## config.mk

```make
export PLATFORM = sky130hd
export DESIGN_NAME = anim_frame_word_parser_unit
export DESIGN_NICKNAME = d
export VERILOG_FILES = /design/src/rtl/core/afwp_pkg.sv /design/src/rtl/core/afwp_regs.sv /design/src/rtl/core/afwp_decode.sv /design/src/rtl/core/afwp_fifo.sv /design/src/rtl/core/anim_frame_word_parser_unit.sv
export SDC_FILE = /design/constraint.sdc
export NUM_CORES = 1
export LEC_CHECK = 0
export BUFFER_PORTS_ARGS = -buffer_cell sky130_fd_sc_hd__buf_4
export CORE_UTILIZATION = 30
export DETAILED_ROUTE_END_ITERATION = 16
export HOLD_SLACK_MARGIN = 0.05
export SLEW_MARGIN = 10
export SYNTH_ARGS = -nofsm -noshare
export SYNTH_HDL_FRONTEND = slang
export SYNTH_HIERARCHICAL = 1
export SYNTH_SLANG_ARGS = --single-unit
```

## constraint.sdc

```tcl
create_clock -name clk -period 12.24 [get_ports clk]
set_clock_uncertainty 0.05 [all_clocks]
set_input_delay 2.448 -clock clk [delete_from_list [all_inputs] [get_ports clk]]
set_output_delay 2.448 -clock clk [all_outputs]
set_load 0.005 [all_outputs]
```

## src/rtl/core/afwp_pkg.sv

```systemverilog
// afwp_pkg: shared types, codes and constants of the animation frame word parser.
// No dependencies; used by every module under rtl/core.
`timescale 1ns / 1ps

package afwp_pkg;

  // Result queue depth default (must be at least 2)
  localparam int FIFO_DEPTH = 4;

  // Register map (word index = paddr[3:2])
  localparam int          ADDR_W          = 4;
  localparam logic [1:0]  REG_FORMAT_MODE = 2'd0;
  localparam logic [1:0]  REG_MESHES      = 2'd1;
  localparam logic [1:0]  REG_FRAME_WORDS = 2'd2;

  // Reset values of the registers
  localparam logic [1:0]  FORMAT_MODE_RST = 2'd1;
  localparam logic [7:0]  MESHES_RST      = 8'd0;
  localparam logic [7:0]  FRAME_WORDS_RST = 8'd0;

  // Format modes
  localparam logic [1:0]  MODE_GEN1   = 2'd0;
  localparam logic [1:0]  MODE_TEN    = 2'd1;
  localparam logic [1:0]  MODE_TWELVE = 2'd2;
  localparam logic [1:0]  MODE_RSVD   = 2'd3;

  // Pack mode in the top two bits of a rotation word
  localparam logic [1:0]  PACK_ALL = 2'd0;
  localparam logic [1:0]  PACK_X   = 2'd1;
  localparam logic [1:0]  PACK_Y   = 2'd2;
  localparam logic [1:0]  PACK_Z   = 2'd3;

  // Result kinds
  localparam logic [1:0]  KIND_HEADER = 2'd0;
  localparam logic [1:0]  KIND_ROT    = 2'd1;
  localparam logic [1:0]  KIND_END    = 2'd2;

  // Parser phases
  localparam logic [2:0]  PH_HEADER = 3'd0;
  localparam logic [2:0]  PH_COUNT  = 3'd1;
  localparam logic [2:0]  PH_ROT    = 3'd2;
  localparam logic [2:0]  PH_ROT2   = 3'd3;
  localparam logic [2:0]  PH_PAD    = 3'd4;

  localparam logic [3:0]  HEADER_WORDS = 4'd9;
  localparam logic [15:0] WORDS_MAX    = 16'hFFFF;

  typedef struct packed {
    logic [1:0] format_mode;
    logic [7:0] meshes_per_frame;
    logic [7:0] frame_words;
  } cfg_t;

  typedef struct packed {
    logic [1:0]  kind;
    logic [7:0]  index;
    logic [15:0] rot_x;
    logic [15:0] rot_y;
    logic [15:0] rot_z;
    logic        last;
  } result_t;

endpackage

```

## src/rtl/core/afwp_regs.sv

```systemverilog
// afwp_regs: APB-style configuration registers of the frame word parser.
// Depends on afwp_pkg (register map, reset values, cfg_t).
`timescale 1ns / 1ps

module afwp_regs (
  input  logic                        clk,
  input  logic                        rst,
  input  logic                        psel,
  input  logic                        penable,
  input  logic                        pwrite,
  input  logic [afwp_pkg::ADDR_W-1:0] paddr,
  input  logic [31:0]                 pwdata,
  output logic [31:0]                 prdata,
  output logic                        pready,
  output afwp_pkg::cfg_t              cfg
);

  logic       wr_en;
  logic [1:0] reg_sel;

  assign pready  = 1'b1;
  assign reg_sel = paddr[3:2];
  assign wr_en   = psel & penable & pwrite;

  // Register writes; unmapped addresses are ignored
  always_ff @(posedge clk) begin
    if (rst) begin
      cfg.format_mode      <= afwp_pkg::FORMAT_MODE_RST;
      cfg.meshes_per_frame <= afwp_pkg::MESHES_RST;
      cfg.frame_words      <= afwp_pkg::FRAME_WORDS_RST;
    end else if (wr_en) begin
      case (reg_sel)
        afwp_pkg::REG_FORMAT_MODE: cfg.format_mode      <= pwdata[1:0];
        afwp_pkg::REG_MESHES:      cfg.meshes_per_frame <= pwdata[7:0];
        afwp_pkg::REG_FRAME_WORDS: cfg.frame_words      <= pwdata[7:0];
        default: ;
      endcase
    end
  end

  // Read back
  always_comb begin
    case (reg_sel)
      afwp_pkg::REG_FORMAT_MODE: prdata = {30'd0, cfg.format_mode};
      afwp_pkg::REG_MESHES:      prdata = {24'd0, cfg.meshes_per_frame};
      afwp_pkg::REG_FRAME_WORDS: prdata = {24'd0, cfg.frame_words};
      default:                   prdata = 32'd0;
    endcase
  end

endmodule

```

## src/rtl/core/afwp_decode.sv

```systemverilog
// afwp_decode: frame parse state and the single-pass decode of one word into
// up to two results. Depends on afwp_pkg (phases, codes, cfg_t, result_t).
`timescale 1ns / 1ps

module afwp_decode (
  input  logic               clk,
  input  logic               rst,
  input  logic               en,
  input  logic [15:0]        word,
  input  logic               restart,
  input  afwp_pkg::cfg_t     cfg,
  output afwp_pkg::result_t  res0,
  output afwp_pkg::result_t  res1,
  output logic [1:0]         res_n
);

  // Parse state
  logic [2:0]  phase,      phase_next;
  logic [3:0]  header_pos, header_pos_next;
  logic [7:0]  mesh_pos,   mesh_pos_next;
  logic [7:0]  mesh_total, mesh_total_next;
  logic [15:0] held_word,  held_word_next;
  logic [15:0] words_used, words_used_next;

  // Starting point after an optional restart
  logic [2:0]  ph0;
  logic [3:0]  hp0;
  logic [7:0]  mp0, mt0;
  logic [15:0] hw0, wu0;

  logic [1:0]  mode;
  logic [7:0]  count_val;
  logic [15:0] axis_val;
  logic [15:0] ax_a, ax_b;
  logic [3:0]  hp1;
  logic [7:0]  mp1;
  logic        have_item, do_rot, meshes_done, end_now;
  logic [15:0] rx, ry, rz;
  afwp_pkg::result_t item, end_item;

  // Mode three decodes as mode two
  assign mode = (cfg.format_mode == afwp_pkg::MODE_RSVD) ? afwp_pkg::MODE_TWELVE
                                                          : cfg.format_mode;

  // Signed count word: negative -> 0, above 255 -> 255
  assign count_val = word[15] ? 8'd0 : ((|word[14:8]) ? 8'hFF : word[7:0]);

  // Single-axis value: ten-bit field shifted by 6, or twelve-bit shifted by 4
  assign axis_val = (mode == afwp_pkg::MODE_TEN) ? {word[9:0], 6'd0} : {word[11:0], 4'd0};

  always_comb begin
    if (restart) begin
      ph0 = afwp_pkg::PH_HEADER;
      hp0 = 4'd0;
      mp0 = 8'd0;
      mt0 = 8'd0;
      hw0 = 16'd0;
      wu0 = 16'd0;
    end else begin
      ph0 = phase;
      hp0 = header_pos;
      mp0 = mesh_pos;
      mt0 = mesh_total;
      hw0 = held_word;
      wu0 = words_used;
    end

    phase_next      = ph0;
    header_pos_next = hp0;
    mesh_pos_next   = mp0;
    mesh_total_next = mt0;
    held_word_next  = hw0;
    words_used_next = (wu0 != afwp_pkg::WORDS_MAX) ? wu0 + 16'd1 : wu0;

    have_item   = 1'b0;
    item        = '0;
    do_rot      = 1'b0;
    meshes_done = 1'b0;
    end_now     = 1'b0;
    rx          = 16'd0;
    ry          = 16'd0;
    rz          = 16'd0;
    hp1         = hp0 + 4'd1;
    mp1         = mp0 + 8'd1;
    ax_a        = 16'd0;
    ax_b        = 16'd0;

    case (ph0)
      afwp_pkg::PH_HEADER: begin
        have_item  = 1'b1;
        item.kind  = afwp_pkg::KIND_HEADER;
        item.index = {4'd0, hp0};
        item.rot_x = word;
        if (hp1 >= afwp_pkg::HEADER_WORDS) begin
          header_pos_next = 4'd0;
          mesh_pos_next   = 8'd0;
          if (mode == afwp_pkg::MODE_GEN1) begin
            phase_next = afwp_pkg::PH_COUNT;
          end else begin
            mesh_total_next = cfg.meshes_per_frame;
            if (cfg.meshes_per_frame == 8'd0) meshes_done = 1'b1;
            else phase_next = afwp_pkg::PH_ROT;
          end
        end else begin
          header_pos_next = hp1;
        end
      end
      afwp_pkg::PH_COUNT: begin
        mesh_total_next = count_val;
        mesh_pos_next   = 8'd0;
        if (count_val == 8'd0) meshes_done = 1'b1;
        else phase_next = afwp_pkg::PH_ROT;
      end
      afwp_pkg::PH_ROT: begin
        if (mode == afwp_pkg::MODE_GEN1 || word[15:14] == afwp_pkg::PACK_ALL) begin
          held_word_next = word;
          phase_next     = afwp_pkg::PH_ROT2;
        end else begin
          do_rot = 1'b1;
          if (word[15:14] == afwp_pkg::PACK_X) rx = axis_val;
          if (word[15:14] == afwp_pkg::PACK_Y) ry = axis_val;
          if (word[15:14] == afwp_pkg::PACK_Z) rz = axis_val;
        end
      end
      afwp_pkg::PH_ROT2: begin
        // Mode 0 stores the two words swapped
        do_rot = 1'b1;
        if (mode == afwp_pkg::MODE_GEN1) begin
          ax_a = word;
          ax_b = hw0;
        end else begin
          ax_a = hw0;
          ax_b = word;
        end
        rx = {ax_a[13:4], 6'd0};
        ry = {ax_a[3:0], ax_b[15:10], 6'd0};
        rz = {ax_b[9:0], 6'd0};
      end
      default: begin
        // Padding: skip until the frame has its minimum length
        if (words_used_next >= {8'd0, cfg.frame_words}) end_now = 1'b1;
      end
    endcase

    // Rotation result and mesh count
    if (do_rot) begin
      have_item     = 1'b1;
      item.kind     = afwp_pkg::KIND_ROT;
      item.index    = mp0;
      item.rot_x    = rx;
      item.rot_y    = ry;
      item.rot_z    = rz;
      mesh_pos_next = mp1;
      if (mp1 >= mt0) meshes_done = 1'b1;
      else phase_next = afwp_pkg::PH_ROT;
    end

    // All meshes done: pad in the later modes while short of frame_words, else end the frame
    if (meshes_done) begin
      if (mode != afwp_pkg::MODE_GEN1 && words_used_next < {8'd0, cfg.frame_words})
        phase_next = afwp_pkg::PH_PAD;
      else
        end_now = 1'b1;
    end

    end_item       = '0;
    end_item.kind  = afwp_pkg::KIND_END;
    end_item.index = mesh_total_next;

    if (end_now) begin
      phase_next      = afwp_pkg::PH_HEADER;
      header_pos_next = 4'd0;
      mesh_pos_next   = 8'd0;
      mesh_total_next = 8'd0;
      held_word_next  = 16'd0;
      words_used_next = 16'd0;
    end
  end

  // Pack results in order; last marks the final one of this word
  always_comb begin
    res0      = have_item ? item : end_item;
    res0.last = ~(have_item & end_now);
    res1      = end_item;
    res1.last = 1'b1;
    res_n     = {1'b0, have_item} + {1'b0, end_now};
  end

  always_ff @(posedge clk) begin
    if (rst) begin
      phase      <= afwp_pkg::PH_HEADER;
      header_pos <= 4'd0;
      mesh_pos   <= 8'd0;
      mesh_total <= 8'd0;
      held_word  <= 16'd0;
      words_used <= 16'd0;
    end else if (en) begin
      phase      <= phase_next;
      header_pos <= header_pos_next;
      mesh_pos   <= mesh_pos_next;
      mesh_total <= mesh_total_next;
      held_word  <= held_word_next;
      words_used <= words_used_next;
    end
  end

endmodule

```

## src/rtl/core/afwp_fifo.sv

```systemverilog
// afwp_fifo: result queue that takes zero to two results per cycle and
// delivers one per transfer. Depends on afwp_pkg (result_t).
`timescale 1ns / 1ps

module afwp_fifo #(
  parameter int DEPTH = afwp_pkg::FIFO_DEPTH
) (
  input  logic               clk,
  input  logic               rst,
  input  logic [1:0]         wr_n,
  input  afwp_pkg::result_t  wr_data0,
  input  afwp_pkg::result_t  wr_data1,
  input  logic               pop,
  output afwp_pkg::result_t  head,
  output logic               not_empty,
  output logic               room
);

  localparam int PW = $clog2(DEPTH);
  localparam int CW = $clog2(DEPTH + 1);

  afwp_pkg::result_t mem [DEPTH];
  logic [PW-1:0] wr_ptr, rd_ptr, wr_ptr_inc, wr_ptr_inc2, rd_ptr_inc;
  logic [CW-1:0] count;
  logic          do_pop;

  function automatic logic [PW-1:0] ptr_inc(input logic [PW-1:0] p);
    return (p == PW'(DEPTH - 1)) ? '0 : p + PW'(1);
  endfunction

  assign wr_ptr_inc  = ptr_inc(wr_ptr);
  assign wr_ptr_inc2 = ptr_inc(wr_ptr_inc);
  assign rd_ptr_inc  = ptr_inc(rd_ptr);
  assign not_empty   = (count != '0);
  assign do_pop      = pop & not_empty;
  assign head        = mem[rd_ptr];
  // Two free slots are needed before the next word is decoded
  assign room        = (count <= CW'(DEPTH - 2));

  // Storage
  always_ff @(posedge clk) begin
    if (wr_n != 2'd0) mem[wr_ptr] <= wr_data0;
    if (wr_n == 2'd2) mem[wr_ptr_inc] <= wr_data1;
  end

  // Pointers and fill level
  always_ff @(posedge clk) begin
    if (rst) begin
      wr_ptr <= '0;
      rd_ptr <= '0;
      count  <= '0;
    end else begin
      case (wr_n)
        2'd1:    wr_ptr <= wr_ptr_inc;
        2'd2:    wr_ptr <= wr_ptr_inc2;
        default: ;
      endcase
      if (do_pop) rd_ptr <= rd_ptr_inc;
      count <= count + CW'(wr_n) - CW'(do_pop);
    end
  end

`ifndef SYNTHESIS
  a_no_overflow: assert property (@(posedge clk) disable iff (rst)
    count <= CW'(DEPTH))
    else $error("result queue overflow");

  a_push_only: assert property (@(posedge clk) disable iff (rst)
    (wr_n != 2'd0 && !do_pop) |=> count == $past(count) + CW'($past(wr_n)))
    else $error("fill level wrong after push");

  a_pop_only: assert property (@(posedge clk) disable iff (rst)
    (wr_n == 2'd0 && do_pop) |=> count == $past(count) - CW'(1))
    else $error("fill level wrong after pop");

  a_push_needs_room: assert property (@(posedge clk) disable iff (rst)
    (wr_n != 2'd0) |-> (count + CW'(wr_n) <= CW'(DEPTH)))
    else $error("push without room");
`endif

endmodule

```

## src/rtl/core/anim_frame_word_parser_unit.sv

```systemverilog
// anim_frame_word_parser_unit: top level of the animation frame word parser.
// Depends on afwp_pkg, afwp_regs, afwp_decode and afwp_fifo.
`timescale 1ns / 1ps

// Usage:
//   Input channel (in_valid, in_stall, word, restart) carries one 16-bit frame
//   word per transfer; restart marks the first word of a new frame and drops
//   any unfinished frame. Output channel (out_valid, out_stall, kind, index,
//   rot_x, rot_y, rot_z, last) carries results: header words, mesh rotations
//   and one frame end per frame; last flags the final result of a word.
//   The APB port (psel, penable, pwrite, paddr, pwdata, prdata, pready) holds
//   format_mode at 0x0, meshes_per_frame at 0x4, frame_words at 0x8; write
//   it only while the parser is idle.
//   Path: a word is held in the input register, is decoded into the result
//   queue once the queue has two free slots, and its first result can then
//   transfer from the queue.
//   Throughput: one word per cycle while each word gives at most one result
//   and out_stall stays low; words that give two results leave one result per
//   transfer through the single read port of the result queue.
//   Reset: synchronous; the parser waits for header word 0, registers take
//   their reset values (format_mode 1) and the queue empties.
//   Output stall: results back up in the queue (FIFO_DEPTH entries); once
//   fewer than two slots are free a held input word waits and in_stall rises.

module anim_frame_word_parser_unit #(
  parameter int FIFO_DEPTH = afwp_pkg::FIFO_DEPTH
) (
  input  logic                        clk,
  input  logic                        rst,
  // configuration
  input  logic                        psel,
  input  logic                        penable,
  input  logic                        pwrite,
  input  logic [afwp_pkg::ADDR_W-1:0] paddr,
  input  logic [31:0]                 pwdata,
  output logic [31:0]                 prdata,
  output logic                        pready,
  // input words
  input  logic                        in_valid,
  output logic                        in_stall,
  input  logic [15:0]                 word,
  input  logic                        restart,
  // results
  output logic                        out_valid,
  input  logic                        out_stall,
  output logic [1:0]                  kind,
  output logic [7:0]                  index,
  output logic [15:0]                 rot_x,
  output logic [15:0]                 rot_y,
  output logic [15:0]                 rot_z,
  output logic                        last
);

  afwp_pkg::cfg_t    cfg;
  afwp_pkg::result_t res0, res1, head;
  logic [1:0]        res_n;
  logic              room, advance;

  // Input register
  logic        in_full;
  logic [15:0] in_word;
  logic        in_restart;

  assign advance  = in_full & room;
  assign in_stall = in_full & ~room;

  always_ff @(posedge clk) begin
    if (rst) begin
      in_full <= 1'b0;
    end else if (!in_stall) begin
      in_full <= in_valid;
    end
  end

  always_ff @(posedge clk) begin
    if (in_valid && !in_stall) begin
      in_word    <= word;
      in_restart <= restart;
    end
  end

  afwp_regs u_regs (
    .clk     (clk),
    .rst     (rst),
    .psel    (psel),
    .penable (penable),
    .pwrite  (pwrite),
    .paddr   (paddr),
    .pwdata  (pwdata),
    .prdata  (prdata),
    .pready  (pready),
    .cfg     (cfg)
  );

  afwp_decode u_decode (
    .clk     (clk),
    .rst     (rst),
    .en      (advance),
    .word    (in_word),
    .restart (in_restart),
    .cfg     (cfg),
    .res0    (res0),
    .res1    (res1),
    .res_n   (res_n)
  );

  afwp_fifo #(
    .DEPTH (FIFO_DEPTH)
  ) u_fifo (
    .clk       (clk),
    .rst       (rst),
    .wr_n      (advance ? res_n : 2'd0),
    .wr_data0  (res0),
    .wr_data1  (res1),
    .pop       (~out_stall),
    .head      (head),
    .not_empty (out_valid),
    .room      (room)
  );

  // Result fields from the queue head
  assign kind  = head.kind;
  assign index = head.index;
  assign rot_x = head.rot_x;
  assign rot_y = head.rot_y;
  assign rot_z = head.rot_z;
  assign last  = head.last;

endmodule
```

Word-level counts from Yosys, hierarchy flattened
Memory sizes are Yosys's and may differ from the RTL's. A register that Yosys moved wholly into a read port is not among the register bits.
Index checks and enable logic that the tools add are counted.
{ "word_totals": {"ram_bits": 236, "reg_bits": 98, "latchBits": 0, "input_bits": 60, "memories": 1, "word_cells": 152, "romBits": 0} }
{ "mem_list": {"columns": ["memory", "depth", "word_bits", "read_ports", "rd_clocked_by_memory_dff", "wr", "line", "source"], "rows": [
  ["u_fifo.mem", 4, 59, 1, 1, 2, "afwp_fifo.sv:22", "afwp_pkg::result_t mem [DEPTH];"]
]} }
{ "classes": {"add_sub_neg": 9, "n_mul": 0, "muxes": 78, "div_mod_pow": 0, "bitwise": 9, "shift": 0, "reduce_logical": 19, "n_eq_ne": 16, "n_lt_le_gt_ge": 5} }
{ "op_table": {"columns": ["op", "n"], "rows": [
  ["two-way mux 16 bit", 15],
  ["case mux 16 bit (2 select lines)", 3],
  ["two-way mux 8 bit", 10],
  ["two-way mux 59 bit", 1],
  ["two-way mux 57 bit", 1],
  ["two-way mux 3 bit", 11],
  ["case mux 8 bit (2 select lines)", 2],
  ["case mux 8 bit (3 select lines)", 1],
  ["two-way mux 20 bit", 1],
  ["two-way mux 1 bit", 17],
  ["adder 16 x 1 -> 16 bit (second input constant)", 1],
  ["== test 2 bit (second input constant)", 8],
  [">= comparator 16 x 8 -> 1 bit", 1],
  ["zero test 8 bit", 2],
  ["< comparator 16 x 8 -> 1 bit", 1],
  ["two-way mux 4 bit", 4],
  ["inequality test 16 bit (second input constant)", 1],
  ["two-way mux 14 bit", 1],
  ["two-way mux 2 bit", 7],
  ["case mux 3 bit (3 select lines)", 1],
  ["adder 8 x 1 -> 8 bit (second input constant)", 1],
  ["== test 2 x 1 -> 1 bit (second input constant)", 4],
  [">= comparator 8 bit", 1],
  ["OR reduction 7 bit", 1],
  ["other kinds (22)", 40]
]} }

Depth between registers and ports, before layout
{ "logic_depth": {"ltp_word": 14, "ltp_mapped": 30, "ltp_nobuf": 23} }

Modules after synthesis
The synthesis kept the hierarchy.
{ "by_module_without_submodules": {"columns": ["mod", "seq_area_each_um2", "cells_per_inst", "area_per_inst_um2", "instances"], "rows": [
  ["afwp_fifo", 7267.0, 638, 12164.2, 1],
  ["afwp_decode", 1101.1, 856, 5711.7, 1],
  ["afwp_regs", 360.3, 115, 1143.6, 1],
  ["anim_frame_word_parser_unit", 530.5, 25, 583.1, 1]
]} }

Least setup slack after synthesis
Ideal clock, no wire load.
{ "synth_path": {"path_type": "reg-to-reg", "from": "register in_restart", "to": "memory u_fifo/mem[2][0] (netlist bit) (enable)", "path_stages_with_launch": 26, "period_less_slack_ps": 9614, "t_arrival_ps": 9007, "setup_ps": 557, "path_slack_ps": 2626, "required_time_ps": 11633, "path_cell_list": "edfxtp_1 > buf_2 > clkbuf_1 > buf_1 > nor2b_1 > ha_1 > nand3_1 > nor4_4 > nand2_1 > and4_1 > xnor2_1 > nor2_1 > ha_1 > a21oi_1 > a21oi_1 > a2111oi_0 > and4b_1 > a41o_1 > buf_6 > buf_2 > nand2_1 > ha_1 > and3_1 > inv_1 > ha_1 > o21ai_0"} }
{ "synth_lines": {"columns": ["element", "line", "source"], "rows": [
  ["start: declaration", "anim_frame_word_parser_unit.sv:62", "logic in_restart;"],
  ["start signal: assignment", "anim_frame_word_parser_unit.sv:78", "in_restart <= restart;"],
  ["end: declaration", "afwp_fifo.sv:22", null]
]} }

==> results by group <==
Yosys
  – Synth Instances: 1634
  – Unique cell type count in the Yosys netlist: 81
  – Mapped Area: 0.0196 mm2
  – Sequential share of the synthesized area: 0.472
  – Post-synth ARST share: 0
  – Yosys reg bits: 336
  – Most used DFF post-synth: edfxtp_1
  – Post-synth EDFFs: 253
  – Post-synth top area cell: edfxtp_1
  – Syn Area/Cell: 12.0 um2
  – Synth top area share: 0.388
  – Largest cells by area after synthesis: edfxtp_1 39%, mux2_2 11%, dfxtp_1 8.5%, mux4_2 6.8%, mux2_4 4.4%
  – Synth warn: 6

Global routing
  – Antenna violations before repair: 0
  – Global-route wire length before repair: 78000 um
  – GRT Resource Usage Total: 0.150
  – GRT overflow: 0
  – Largest net degree at the start of global routing: 91
  – Vias in the first global route: 13200

Critical path
  – Most frequent CP cell: ha_1
  – Critical Path Max Stage Delay: 0.63 ns
  – Setup crit start kind: register
  – Worst Setup End Kind: register
  – Crit path cell chain: buf_4 > nor2b_1 > ha_1 > nand3_1 > nor4_4 > nand2_1 > and4_1 > xnor2_1 > nor2_1 > ha_1 > a21oi_1 > a21oi_1 > a2111oi_0 > and4b_1 > a41o_1 > nand2_1 > ha_1 > and3_1 > inv_1 > ha_1 > and2_4 > a21o_2 > buf_4
  – CP Buf/Inv Count: 3
  – CP Class: register to register
  – Crit path max-delay cell type: buf_4
  – Worst Path Arrival: 7.81 ns
  – Worst Path Required: 12.39 ns
  – Family with the most delay on the worst path: simple AND/OR/NAND/NOR gates
  – CP max FO: 47

Clock tree
  – Clock sinks: 336
  – CTS max path bufs: 3
  – H-tree depth: 2
  – CTS Hold Buffers Added: 0
  – Post-CTS Setup Bufs: 0
  – CTS tree: yes
  – Clk pin slew, worst setup/hold paths: 0.06 ns
  – Root Buffer: clkbuf_16
  – Cts bufs inserted: 41
  – Clk_lat worst skew: 0.57 ns
  – Post-CTS Resized: 0

Placement
  – Gpl congestion: 0.847
  – Buffers on Ports: 102
  – Detail Placement HPWL: 31500 um
  – Placed Area: 0.0207 mm2

Final layout
  – Post-route cell area: 0.0219 mm2
  – Nets: 1767
  – Most common cell after layout, fill and taps aside: edfxtp_1
  – Fillcell total: 6393
  – Area Overhead vs Synth: 12.0%
  – Multi-input combinational cell area: 0.00925 mm2
  – Most frequent cells in the layout: 253 x edfxtp_1, 184 x mux2_2, 126 x nand2_1, 122 x buf_4, 111 x a21oi_1
  – Diode count: 0
  – Share of cells above drive strength 1: 0.309
  – Storage element area: 0.00926 mm2

Die
  – I/O pin total: 154
  – Die H: 258 um
  – Die Wd: 258 um
  – Core Box Area: 0.0645 mm2
  – Core Rows: 93
  – Die area: 0.0664 mm2
  – Initial Util: 0.304

STA
  – Crit path time final: 7.67 ns
  – Setup TNS: 0 ns
  – RSZ-0062 raised after global routing: false
  – Max Freq: 130 MHz
  – Max-slew violations: 0
  – Worst slew margin: 0.305
  – Final hold vios: 0
  – Period utilisation layout: 0.626
  – # setup viols final: 0
  – Slew @ Worst Pin: 1.03 ns

Drt
  – Total number of vias: 12900
  – DRT iter0 DRCs: 893
  – WL final: 50600 um
  – Router iterations before antenna repair: 5
  – Via density: 5.05
  – # DRC: 0
  – Final antenna-violating net count: 0
  – Routed length per instance: 19.8 um

Power and ir drop
  – Total power: 3.20 mW
  – Peak VDD IR: 83.9 uV
  – Leakage: 7.72 nW
  – Power Dens Cells: 146 mW/mm2

Run
  – Max-cap violation count: 0

Worst hold path
  – Hold Crit Class: register to register

Outcome
  – Status: finished, final reports clean
==> path summary, 6_finish.rpt <==
| kind | startpoint | endpoint | slack, ns | cells past startpoint |
|---|---|---|---|---|
| max | in_restart$_DFFE_PP_ | u_fifo/mem[0][55]$_DFFE_PP_ | 4.57 | 23 |
| min | u_decode/held_word[12]$_SDFFE_PP0P_ | u_decode/held_word[12]$_SDFFE_PP0P_ | 0.41 | 2 |
| max reg2reg | in_restart$_DFFE_PP_ | u_fifo/mem[0][55]$_DFFE_PP_ | 4.57 | 23 |
| min reg2reg | u_decode/held_word[12]$_SDFFE_PP0P_ | u_decode/held_word[12]$_SDFFE_PP0P_ | 0.41 | 2 |
==> synth_stat cells, drive strengths merged (11+ instances only) <==
cell and n:
nand3 20, a22oi 12, o22ai 21, nor2b 21
o21ai 46, ha 35, or2b 12, nor3 14
mux4 59, edfxtp 253, buf 143, nor2 81
inv 40, nor3b 11, a21oi 111, nand2 129
nand2b 19, nand4 54, dfxtp 83, mux2 242
mux2i 37, clkbuf 65
==> sequential cells by signal, indices dropped and copies added (netlist names), named ones only <==
register and count:
u_fifo/wr_ptr 2, u_fifo/count 3, u_decode/header_pos 4, u_decode/mesh_total 8, u_fifo/mem 236, u_decode/held_word 16
in_full 1, u_fifo/rd_ptr 2, u_decode/words_used 16, u_decode/mesh_pos 8, u_regs/cfg 18, u_decode/phase 3
in_word 16, in_restart 1
==> per-layer routing <==
metal | track usage | wire, um
met5 | 0 | 0
met2 | 0.254 | 24300
met4 | 0.0427 | 973
met1 | 0.199 | 22700
met3 | 0.0219 | 2580
==> power by group <==
part / switching [mW] / internal, mW / leakage [nW]
clock network: 0.500 / 0.662 / 0.628
logic: 0.350 / 0.321 / 4.08
registers: 0.0482 / 1.32 / 3.01
total: 0.899 / 2.31 / 7.72
==> tightest hold or removal path: cells and delay by family (launching register included) <==
family	cells	cell delay, ns
simple gates	1	0.06
compound gates	1	0.05
flops	1	0.31
==> stage by stage <==
stage	instances	hold slack (ns)	utilization	setup slack [ns]
floorplan	1714	0.391	-	2.63
global placement	2483	0.398	0.320	4.43
detailed placement	2483	0.403	0.320	4.40
CTS	2558	0.413	0.340	4.37
global route	2558	0.427	0.340	4.01
finish	2558	0.412	0.340	4.57
==> kinds of logic after synthesis <==
group / after synthesis / share of synthesized area
other cells: 4 / 0.000766
simple gates: 407 / 0.109
buf+inv: 249 / 0.0737
flops: 336 / 0.472
fa+ha+maj: 36 / 0.0234
mux: 338 / 0.237
xor+xnor: 16 / 0.00715
compound gates: 248 / 0.0769
==> area by class of cell <==
class                   count  area share
flip-flops and latches    336       0.422
multi-input cells        1129       0.421
clock buffers              47      0.0492
well taps                 855      0.0487
repair buffers            122      0.0417
clock inverters            28     0.00981
inverters                  41     0.00701
Note: power is estimated with default switching activity, not from simulation.
